--- src/rtl/bcdcal_pkg.sv ---
package bcdcal_pkg;

  typedef enum logic [2:0] {
    FuncMillis  = 3'd0,
    FuncSeconds = 3'd1,
    FuncMinutes = 3'd2,
    FuncHours   = 3'd3,
    FuncDay     = 3'd4,
    FuncMonth   = 3'd5,
    FuncYear    = 3'd6,
    FuncWeekday = 3'd7
  } func_e;

  typedef struct packed {
    func_e       func;
    logic [15:0] value;
    logic        bcd;
  } req_t;

  typedef struct packed {
    logic       ok;
    logic [9:0] stored;
    logic [4:0] days_in_month;
  } res_t;

  localparam logic [9:0] MillisMax   = 10'd999;
  localparam logic [9:0] MillisBad   = 10'd1000;
  localparam logic [7:0] MinSecMax   = 8'd59;
  localparam logic [5:0] MinSecBad   = 6'd60;
  localparam logic [7:0] HoursMax    = 8'd23;
  localparam logic [4:0] HoursBad    = 5'd24;
  localparam logic [5:0] DayBad      = 6'd32;
  localparam logic [7:0] MonthMax    = 8'd12;
  localparam logic [3:0] MonthBad    = 4'd13;
  localparam logic [7:0] YearMax     = 8'd99;
  localparam logic [6:0] YearBad     = 7'd0;
  localparam logic [7:0] WeekdayMax  = 8'd7;
  localparam logic [3:0] WeekdayBad  = 4'd8;
  localparam logic [3:0] DigitMax    = 4'd9;

  function automatic logic [4:0] month_len(logic [3:0] month, logic [6:0] year);
    logic [4:0] len;
    case (month) inside
      4'd1, 4'd3, 4'd5, 4'd7, 4'd8, 4'd10, 4'd12: len = 5'd31;
      4'd4, 4'd6, 4'd9, 4'd11:                    len = 5'd30;
      4'd2:    len = (year[1:0] == 2'b00) ? 5'd29 : 5'd28;
      default: len = 5'd0;
    endcase
    return len;
  endfunction

endpackage

--- src/rtl/bcd_calendar_field_validator_core.sv ---
// Calendar register set with per-field write checking.
// Input channel: drive req_i and raise start_i for one cycle; the transaction
// is taken at the rising edge where start_i is high and busy_o is low. busy_o
// stays low, so one transaction can be issued in every cycle.
// req_i.func selects the field, req_i.value carries the value (byte fields use
// bits 7:0), req_i.bcd marks packed BCD for all fields but ms and weekday.
// Result channel: res_o is valid for exactly one cycle while done_o is high,
// once the transaction has passed the input register and then the check/update
// logic into the result register. One result per transaction, in order; the
// throughput is one transaction per cycle.
// The receiver cannot stall: a result not taken in its cycle is lost to it.
// A rejected value stores the field's invalid marker and returns ok low.
// Day writes are checked against the month held when the write is applied,
// which already includes every earlier transaction.
// Reset (rst_ni low, asynchronous) drops any transaction in flight and loads
// ms/sec/min/hour/year/weekday = 0, day = 1, month = 1.
module bcd_calendar_field_validator_core
  import bcdcal_pkg::*;
(
  input  logic clk_i,
  input  logic rst_ni,
  input  logic start_i,
  output logic busy_o,
  input  req_t req_i,
  output logic done_o,
  output res_t res_o
);

  logic       valid_q;
  req_t       req_q;
  logic       done_q;
  res_t       res_q, res_d;

  logic [9:0] millis_q, millis_d;
  logic [5:0] seconds_q, seconds_d;
  logic [5:0] minutes_q, minutes_d;
  logic [4:0] hours_q, hours_d;
  logic [5:0] day_q, day_d;
  logic [3:0] month_q, month_d;
  logic [6:0] year_q, year_d;
  logic [3:0] weekday_q, weekday_d;

  logic [7:0] byte_v;
  logic [7:0] bin_v;
  logic       digits_ok;
  logic       ok;
  logic [9:0] stored;
  logic [4:0] cur_len;

  assign busy_o = 1'b0;

  always_ff @(posedge clk_i or negedge rst_ni) begin
    if (!rst_ni) begin
      valid_q <= 1'b0;
    end else begin
      valid_q <= start_i;
    end
  end

  always_ff @(posedge clk_i) begin
    if (start_i) begin
      req_q <= req_i;
    end
  end

  assign byte_v  = req_q.value[7:0];
  assign cur_len = month_len(month_q, year_q);

  always_comb begin
    digits_ok = 1'b1;
    bin_v     = byte_v;
    if (req_q.bcd) begin
      digits_ok = (byte_v[7:4] <= DigitMax) && (byte_v[3:0] <= DigitMax);
      bin_v     = 8'({4'd0, byte_v[7:4]} * 8'd10 + {4'd0, byte_v[3:0]});
    end
  end

  always_comb begin
    millis_d  = millis_q;
    seconds_d = seconds_q;
    minutes_d = minutes_q;
    hours_d   = hours_q;
    day_d     = day_q;
    month_d   = month_q;
    year_d    = year_q;
    weekday_d = weekday_q;
    ok        = 1'b0;
    stored    = '0;
    case (req_q.func)
      FuncMillis: begin
        ok       = req_q.value <= 16'(MillisMax);
        millis_d = ok ? req_q.value[9:0] : MillisBad;
        stored   = millis_d;
      end
      FuncSeconds: begin
        ok        = digits_ok && (bin_v <= MinSecMax);
        seconds_d = ok ? bin_v[5:0] : MinSecBad;
        stored    = 10'(seconds_d);
      end
      FuncMinutes: begin
        ok        = digits_ok && (bin_v <= MinSecMax);
        minutes_d = ok ? bin_v[5:0] : MinSecBad;
        stored    = 10'(minutes_d);
      end
      FuncHours: begin
        ok      = digits_ok && (bin_v <= HoursMax);
        hours_d = ok ? bin_v[4:0] : HoursBad;
        stored  = 10'(hours_d);
      end
      FuncDay: begin
        ok     = digits_ok && (bin_v != 8'd0) && (bin_v <= 8'(cur_len));
        day_d  = ok ? bin_v[5:0] : DayBad;
        stored = 10'(day_d);
      end
      FuncMonth: begin
        ok      = digits_ok && (bin_v != 8'd0) && (bin_v <= MonthMax);
        month_d = ok ? bin_v[3:0] : MonthBad;
        stored  = 10'(month_d);
      end
      FuncYear: begin
        ok     = digits_ok && (bin_v <= YearMax);
        year_d = ok ? bin_v[6:0] : YearBad;
        stored = 10'(year_d);
      end
      FuncWeekday: begin
        ok        = (byte_v != 8'd0) && (byte_v <= WeekdayMax);
        weekday_d = ok ? byte_v[3:0] : WeekdayBad;
        stored    = 10'(weekday_d);
      end
      default: begin
        ok = 1'b0;
      end
    endcase
    res_d.ok            = ok;
    res_d.stored        = stored;
    res_d.days_in_month = month_len(month_d, year_d);
  end

  always_ff @(posedge clk_i or negedge rst_ni) begin
    if (!rst_ni) begin
      done_q    <= 1'b0;
      millis_q  <= 10'd0;
      seconds_q <= 6'd0;
      minutes_q <= 6'd0;
      hours_q   <= 5'd0;
      day_q     <= 6'd1;
      month_q   <= 4'd1;
      year_q    <= 7'd0;
      weekday_q <= 4'd0;
    end else begin
      done_q <= valid_q;
      if (valid_q) begin
        millis_q  <= millis_d;
        seconds_q <= seconds_d;
        minutes_q <= minutes_d;
        hours_q   <= hours_d;
        day_q     <= day_d;
        month_q   <= month_d;
        year_q    <= year_d;
        weekday_q <= weekday_d;
      end
    end
  end

  always_ff @(posedge clk_i) begin
    if (valid_q) begin
      res_q <= res_d;
    end
  end

  assign done_o = done_q;
  assign res_o  = res_q;

`ifndef SYNTH
  assert property (@(posedge clk_i) disable iff (!rst_ni) done_o == $past(valid_q))
    else $error("result strobe does not follow the input register");

  assert property (@(posedge clk_i) disable iff (!rst_ni)
      month_q <= MonthBad && day_q <= DayBad && hours_q <= HoursBad)
    else $error("calendar field beyond its invalid marker");

  assert property (@(posedge clk_i) disable iff (!rst_ni)
      (done_o && res_o.days_in_month != 5'd0) |-> (month_q != 4'd0 && month_q <= 4'd12))
    else $error("month length reported for an invalid month");

  assert property (@(posedge clk_i) disable iff (!rst_ni)
      (valid_q && req_q.func == FuncDay && ok) |-> (bin_v <= 8'(cur_len)))
    else $error("day accepted beyond the held month length");
`endif

endmodule
--- config.mk ---
export PLATFORM = sky130hd
export DESIGN_NAME = bcd_calendar_field_validator_core
export DESIGN_NICKNAME = d
export VERILOG_FILES = /design/src/rtl/bcdcal_pkg.sv /design/src/rtl/bcd_calendar_field_validator_core.sv
export SDC_FILE = /design/constraint.sdc
export NUM_CORES = 1
export LEC_CHECK = 0
export ABC_AREA = 0
export BUFFER_PORTS_ARGS = -buffer_cell sky130_fd_sc_hd__buf_2
export CAP_MARGIN = 20
export CORE_ASPECT_RATIO = 1.2
export CORE_MARGIN = 8
export CORE_UTILIZATION = 50
export CTS_CLUSTER_SIZE = 8
export DETAILED_ROUTE_END_ITERATION = 6
export PLACE_DENSITY = 0.72
export RECOVER_POWER = 100
export SYNTH_ARGS = -nofsm -noshare
export SYNTH_HDL_FRONTEND = slang
export SYNTH_SLANG_ARGS = --single-unit
--- constraint.sdc ---
create_clock -name clk_i -period 8.1 [get_ports clk_i]
set_clock_uncertainty 0.05 [all_clocks]
set_input_delay 1.62 -clock clk_i [delete_from_list [all_inputs] [get_ports clk_i]]
set_output_delay 1.62 -clock clk_i [all_outputs]
set_load 0.02 [all_outputs]
==> metrics, run 1 <==
clock network fraction of design power=0.211; Detailed Routing Iterations Pass 1=4; Final setup viols=0; routing usage on met3=0.0349; GP Congestion=0.937; Flop pwr share=0.461; I/O pins=41; PortBufs=39; synthesized area per cell=10.5 µm²; DR vias/cell=between 6 and 7; vias in the first global route=2136; status=finished clean; Pleak=1.11 nW; Critical-path top delay cell=or4_2; Post-route DRC=0; WL per Instance=17.1 µm; Worst Tran Pin Value=about 1000 ps; Final min period=4530 ps; CP arrival=4520 ps; P per Cell Area=226 nW/µm²; max-slew violations=0; critical-path maximum fanout=8; worst skew pair latency=300 ps; clock transition at the registers of the reported paths=80 ps; Final Hold Viols=0; maxcap violations=0; share of cells above drive strength 1=0.140; Die Area=7810 µm²; WHS=461 ps; DP Wirelength=about 4.6 mm; Async S/R FF share, synth=0.190; Synth Cell Area=2610 µm²; Critical Path, Cell by Cell=ha_1 -> ha_1 -> inv_1 -> fa_1 -> nand2b_1 -> or4_2 -> a31oi_1 -> and4_1 -> nand2_1 -> o32ai_1 -> mux2i_1 -> o211ai_2; Crit Path Category=reg -> reg; area grow syn2layout=8.86%; dominant synthesized flop cell=edfxtp_1; synth unique cells=71; post-synthesis instance total=250; Net Sw Power=0.000231 W; CTS tree=done; Hold WC Path Type=reg -> reg; H-Tree Depth=2; clock root buffer=clkbuf_8; Max VDD drop=0.162 mV; Syn Nets=287; Yosys warnings=0; ANT nets after route=0; Sum Neg Setup Slack=0 ps; Int Power=~0.0004 W; Post-CTS Resized=0; Critical Path End Type=flop; Startpoint Class=flop; final wirelength=roughly 5.9 mm; met1 usage=0.182; site row count=29; f_max=221 MHz; largest net degree at the start of global routing=25; grt peak-use layer=met2; Initial Util=0.507; FF+latch count, synth=42; Tcrit/Tclk final=0.559; Final #Nets=321; clk buf depth=2; flop2flop setup slack=3570 ps; commonest non-fill, non-tap cell in the layout=edfxtp_1; CTS buffer count=5; first-pass GRT wire length=approximately 9.7 mm; Die Span Y=95.2 µm; die width=roughly 80 µm; register area share after synthesis=0.468; RSZ-0062 raised after global routing=false; most frequent cells in the layout=edfxtp_1, nor2_1, nand2_1, buf_2, clkbuf_1; combinational power share=0.328; DRT iter0 DRCs=87; EDFF count, synth=34; Worst EP required=~8000 ps; clock sinks=42; initial antenna violation count=0; total track usage=0.160; relative slew slack=0.310; GR Util met2=0.278; vias post-DR=2105; Post-CTS Hold Buffers=0; Post-CTS Setup Repair Bufs=0; Net Sw Frac=0.360; crit-path max cell delay=610 ps; core area=5150 µm²; GR Overflow Total=0; most used cell, CP=ha_1; Ant. Diodes=0
-- kinds of logic (layout without fill, tap and decap cells) --
kind of cell | Yosys count | in the layout | synth area share
AO/OA/AOI/OAI | 69 | 69 | 0.198
XOR/XNOR | 3 | 3 | 0.0101
adder cells (fa/ha/maj) | 14 | 14 | 0.0728
buffers and inverters | 23 | 58 | 0.0421
flip-flops | 42 | 42 | 0.468
multiplexers | 6 | 6 | 0.0239
other | 1 | 1 | 0.00143
AND/OR/NAND/NOR | 92 | 92 | 0.184
-- sequential cells by signal (all words and copies together), names as in the netlist --
name     flops
byte_v       8
res_o       14
year_q       2
month_q      4
done_o       1
req_q       12
valid_q      1
-- final timing paths --
check	cells after the start	from	endpoint
max in group asynchronous	1	rst_ni	month_q[0]
min reg2reg	1	year_q[0]	year_q[0]
min	1	year_q[0]	year_q[0]
min in group asynchronous	1	rst_ni	month_q[2]
max	12	byte_v[5]	res_o[0]
max reg2reg	12	byte_v[5]	res_o[0]
-- cell type report --
class / instances / area [µm²]
inverter: 11 / 41.3
sequential: 42 / 1220
fill: 470 / 2310
timing repair buffer: 39 / 171
clock inverter: 3 / 18.8
clock buffer: 5 / 68.8
multi-input combinational: 185 / 1240
tap: 62 / 77.6
-- routing by layer --
layer,routed length (µm),vias up
met5,0,-
met4,187,0
met3,278,18
met2,3010,75
met1,2470,991
li1,-,1021
-- synth_stat cells, types with 3 or more instances --
master    instances  area share
ha_1             12       0.057
a311oi_1          3       0.010
dfrtp_1           7       0.067
or3_1             4      0.0096
inv_1             9       0.013
o21a_1            3      0.0086
nand2_1          19       0.027
clkbuf_1          5      0.0072
nor2_1           22       0.032
mux2i_1           4       0.015
nand2b_1          4      0.0096
a31oi_1           5       0.012
nor2b_1           4      0.0096
a21oi_1          12       0.023
o21ai_0          10       0.019
edfxtp_1         34        0.39
and3_1            4      0.0096
nand4_1           4      0.0096
nand3b_1          4       0.011
a211oi_1          3      0.0086
nand3_1           8       0.015
buf_4             4       0.011
nor3_1            7       0.013
o21ai_1           4      0.0077
-- worst max-delay path: cells and delay by family (launching register included) --
kind | cells | cell delay, ps
and+or+nand+nor | 4 | 1350
adders and majority gates | 3 | 1030
AOI/OAI and AO/OA | 3 | 920
DFF | 1 | 540
muxes | 1 | 330
buffers and inverters | 1 | 70
-- power groups by stage --
stage	combinational, W	sequential [W]	clock, W
finish	0.000211	0.000297	0.000136
global route	0.000236	0.000301	0.000145
CTS	0.000220	0.000296	0.000138
detailed placement	0.000219	0.000301	0
global placement	0.000213	0.000300	0
floorplan	0.000158	0.000303	0
-- stage by stage --
step                instance area [µm²]  power, W  setup slack [ps]  instances   util
floorplan                          2610  0.000461              4480        250      -
global placement                   2820  0.000513              4100        339  0.547
detailed placement                 2820  0.000520              3960        339  0.547
CTS                                2910  0.000654              3960        347  0.564
global route                       2850  0.000682              3410        347  0.552
finish                             2850  0.000643              3570        347  0.552
No activity file was read; power rests on OpenSTA's default activity.
==> run 2: changes to the inputs <==
PLACE_DENSITY = 0.75   (was 0.72)
clock period = 4 ns   (was 8.1 ns; I/O delays follow)
==> metrics, run 2 (synthesis gave the netlist of run 1 again) <==
status=finished clean; Critical Path End Type=flop; Largest register FFs=14; GP Congestion=0.867; final wirelength=5.73 mm; site row count=29; Startpoint Class=flop; Hold WC Path Type=in -> async; commonest non-fill, non-tap cell in the layout=edfxtp_1; Initial Util=0.507; Crit Reg-Reg Endpoint=res_o[9]; core area=5150 µm²; largest net degree at the start of global routing=25; I/O pins=41; Worst Tran Pin Value=roughly 1000 ps; most frequent cells in the layout=edfxtp_1, nor2_1, nand2_1, clkbuf_1, buf_2; max-slew violations=0; f_max=roughly 260 MHz; clk buf depth=2; Max VDD drop=0.275 mV; CTS tree=done; R2R cell count=12; worst skew pair latency=290 ps; first-pass GRT wire length=roughly 9.5 mm; Final #Nets=325; Final setup viols=0; GR Overflow Total=0; Tcrit/Tclk final=0.945; share of cells above drive strength 1=0.159; Post-route DRC=0; RSZ-0062 raised after global routing=false; final worst slack=222 ps; initial antenna violation count=0; P per Cell Area=about 470 nW/µm²; Setup WS pre-CTS=288 ps; Pleak=between 1 and 1.5 nW; die width=82 µm; Final Hold Viols=0; CP arrival=~3800 ps; Post-CTS Hold Buffers=0; ANT nets after route=0; critical-path maximum fanout=7; vias in the first global route=roughly 2000; PortBufs=39; H-Tree Depth=2; Worst EP required=3990 ps; vias post-DR=2096; area grow syn2layout=12.1%; DP Wirelength=about 4.4 mm; Final min period=3780 ps; FF-to-FF Start=byte_v[6]; Post-CTS Setup Repair Bufs=0; Ant. Diodes=0; flop2flop setup slack=220 ps; clock transition at the registers of the reported paths=80 ps; Die Span Y=95.2 µm; DR vias/cell=5.97; Post-CTS Resized=0; DRT iter0 DRCs=about 170; CTS buffer count=5; Die Area=7810 µm²; clock sinks=42; WL per Instance=about 16 µm; relative slew slack=0.305; clock root buffer=clkbuf_8; maxcap violations=0; Crit Path Category=reg -> reg; Detailed Routing Iterations Pass 1=4; total track usage=0.154; Sum Neg Setup Slack=0 ps
## run 2: cell count changes in the layout (fill, tap and decap cells not counted), sizes merged
cell,previous run,this run
buf,20,24
bufinv,0,1
clkbuf,24,26
inv,12,11
clkinv,2,0
## run 2: cell type report
cell class | count | area, µm²
tap | 62 | 77.6
inverter | 11 | 41.3
clock buffer | 7 | 86.3
sequential | 42 | 1220
multi-input combinational | 185 | 1270
fill | 459 | 2220
clock inverter | 1 | 30.0
timing repair buffer | 43 | 201
## run 2: through the flow
| step | utilization | instance area (µm²) | std cells | hold WS, ps | total power, W |
|---|---|---|---|---|---|
| after CTS | 0.575 | 2960 | 351 | 287 | 0.00140 |
| after detailed placement | 0.553 | 2850 | 343 | 435 | 0.00105 |
| after global placement | 0.553 | 2850 | 343 | 429 | 0.00105 |
| after floorplan | - | 2610 | 250 | 416 | 0.000933 |
| final | 0.569 | 2930 | 351 | 367 | 0.00138 |
| after global routing | 0.569 | 2930 | 351 | 415 | 0.00146 |
## run 2: power by group
| part | total (W) | switching [W] | leakage [nW] | internal, W |
|---|---|---|---|---|
| Clock | 0.000344 | 0.000141 | 0.0585 | 0.000204 |
| Combinational | 0.000441 | 0.000262 | 0.665 | 0.000179 |
| Sequential | 0.000599 | 0.0000565 | 0.426 | 0.000542 |
| Total | 0.00138 | 0.000459 | 1.15 | 0.000925 |
## run 2: worst max-delay path, stage by stage, from the launching register on
cell,delay (ps)
edfxtp_1,490
ha_1,240
ha_1,190
inv_1,70
fa_1,440
nand2b_1,180
or4_1,500
a31oi_2,270
a211oi_1,100
or3_1,450
nand2_1,130
nor2_1,50
o311ai_0,390
## run 2: per-layer routing
layer / up-vias / wire [µm] / GRT usage
met2: 79 / 2870 / 0.270
met5: - / 0 / 0
met1: 980 / 2390 / 0.184
met3: 8 / 386 / 0.0302
li1: 1029 / - / -
met4: 0 / 82 / 0.0455
## run 2: how the worst max path moves through the flow
| stage | depth (start not counted) | from | end | slack [ps] |
|---|---|---|---|---|
| 2_1_floorplan | 13 | byte_v[5] | res_o[0] | 380 |
| 3_3_place_gp | 12 | byte_v[5] | res_o[0] | 330 |
| 3_5_place_dp | 12 | byte_v[5] | res_o[0] | 290 |
| 4_1_cts | 12 | byte_v[5] | res_o[3] | 240 |
| 5_1_grt | 12 | byte_v[4] | res_o[9] | 50 |
| 6_report | 12 | byte_v[6] | res_o[9] | 220 |
==> run 3: changes to the inputs <==
PLACE_DENSITY = 0.72   (was 0.75)
clock period = 3.8 ns   (was 4 ns; I/O delays follow)
==> metrics, run 3 (synthesis gave the netlist of run 1 again) <==
Largest register FFs=14; Crit Path Category=reg -> reg; WL per Instance=16.6 µm; status=finished clean; CTS tree=done; GP Congestion=around 0.93; Pleak=1.21 nW; Ant. Diodes=0; most used cell, CP=ha_1; clock sinks=42; CP arrival=3630 ps; I/O pins=41; worst skew pair latency=~300 ps; critical-path maximum fanout=6; commonest non-fill, non-tap cell in the layout=edfxtp_1; most frequent cells in the layout=edfxtp_1, nor2_1, clkbuf_1, buf_2, nand2_1; P per Cell Area=approximately 480 nW/µm²; Max VDD drop=0.295 mV; Hold WC Path Type=in -> async; H-Tree Depth=2; Final setup viols=0; total track usage=0.159; maxcap violations=0; Critical Path End Type=flop; WHS=311 ps; first-pass GRT wire length=between 9 and 10 mm; Critical-path top delay cell=or4_4; largest net degree at the start of global routing=25; Crit path buffers/inverters=1; clk buf depth=2; Post-route DRC=0; CTS buffer count=5; vias post-DR=2150; final wirelength=5.98 mm; share of cells above drive strength 1=0.198; Layout fillers=~460; GR Overflow Total=0; Initial Util=0.507; DP Wirelength=4.57 mm; Tcrit/Tclk final=0.954; clock transition at the registers of the reported paths=80 ps; DR vias/cell=around 6; site row count=29; Post-CTS Hold Buffers=0; clock root buffer=clkbuf_8; Post-Route Utilization=0.584; Setup WS pre-CTS=52.9 ps; core area=5150 µm²; die width=just over 80 µm; crit-path max cell delay=480 ps; Worst Tran Pin Value=1040 ps; Die Span Y=between 90 and 100 µm; Startpoint Class=flop; DRT iter0 DRCs=128; Die Area=7810 µm²; initial antenna violation count=0; vias in the first global route=2158; relative slew slack=0.303; max-slew violations=0; Critical Path, Cell by Cell=ha_1 -> ha_1 -> inv_1 -> fa_1 -> nand2b_1 -> or4_4 -> a31oi_2 -> and4_4 -> nand2_4 -> o32ai_4 -> mux2i_1 -> o211ai_2; f_max=between 200 and 300 MHz; area grow syn2layout=15.0%; Sum Neg Setup Slack=0 ps; final worst slack=174 ps; Final Hold Viols=0; Crit path max-delay family=simple AND/OR/NAND/NOR gates; Worst EP required=3800 ps; Final min period=3630 ps; ANT nets after route=0; Detailed Routing Iterations Pass 1=6; PortBufs=39; Final #Nets=334
==> run 3: stage by stage <==
step	power [W]	area, µm²	cells
after floorplan	0.000982	2610	250
after global placement	0.00111	2900	350
after CTS	0.00143	3000	358
after global routing	0.00152	3010	360
final	0.00143	3010	360
after detailed placement	0.00113	2900	350
==> run 3: final timing paths <==
check,startpoint,end,slack (ps),cells past startpoint
setup / recovery,byte_v[5],res_o[0],170,12
hold / removal,rst_ni,year_q[1],310,1
setup reg to reg,byte_v[5],res_o[0],170,12
hold reg to reg,year_q[0],year_q[0],460,1
max in group asynchronous,rst_ni,month_q[0],3060,1
min in group clk_i,year_q[0],year_q[0],460,1
==> run 3: layer usage <==
layer  up-vias  wire (µm)  global-route usage
li1       1048          -                   -
met1      1014       2420               0.170
met2        71       3130               0.298
met3        17        313              0.0349
met4         0        125              0.0484
met5         -          0                   0
==> run 3: layout make-up <==
class,count,area (µm²),share of cell area
clock buffers,7,86.3,0.0287
clock inverters,1,8.76,0.00291
inverters,11,41.3,0.0137
multi-input cells,185,1300,0.433
flip-flops and latches,42,1220,0.407
well taps,62,77.6,0.0258
repair buffers,52,269,0.0895
==> run 3: repair_timing <==
action | CTS | global route
setup endpoints to repair | 0 | 5
buffers inserted | 0 | 2
gates resized for setup | 0 | 5
==> run 3: worst register-to-register path, cell delays in order (launching register included) <==
cell and delay, ps:
edfxtp_1 400, ha_1 310, ha_1 210, inv_1 70, fa_1 440, nand2b_1 180
or4_4 480, a31oi_2 240, and4_4 300, nand2_4 80, o32ai_4 290, mux2i_1 260
o211ai_2 80
==> run 3: report_power, final <==
part / total (W) / switching [W] / internal (W)
combinational: 0.000499 / 0.000287 / 0.000213
clock: 0.000303 / 0.000153 / 0.000150
sequential: 0.000628 / 0.0000580 / 0.000571
total: 0.00143 / 0.000498 / 0.000933
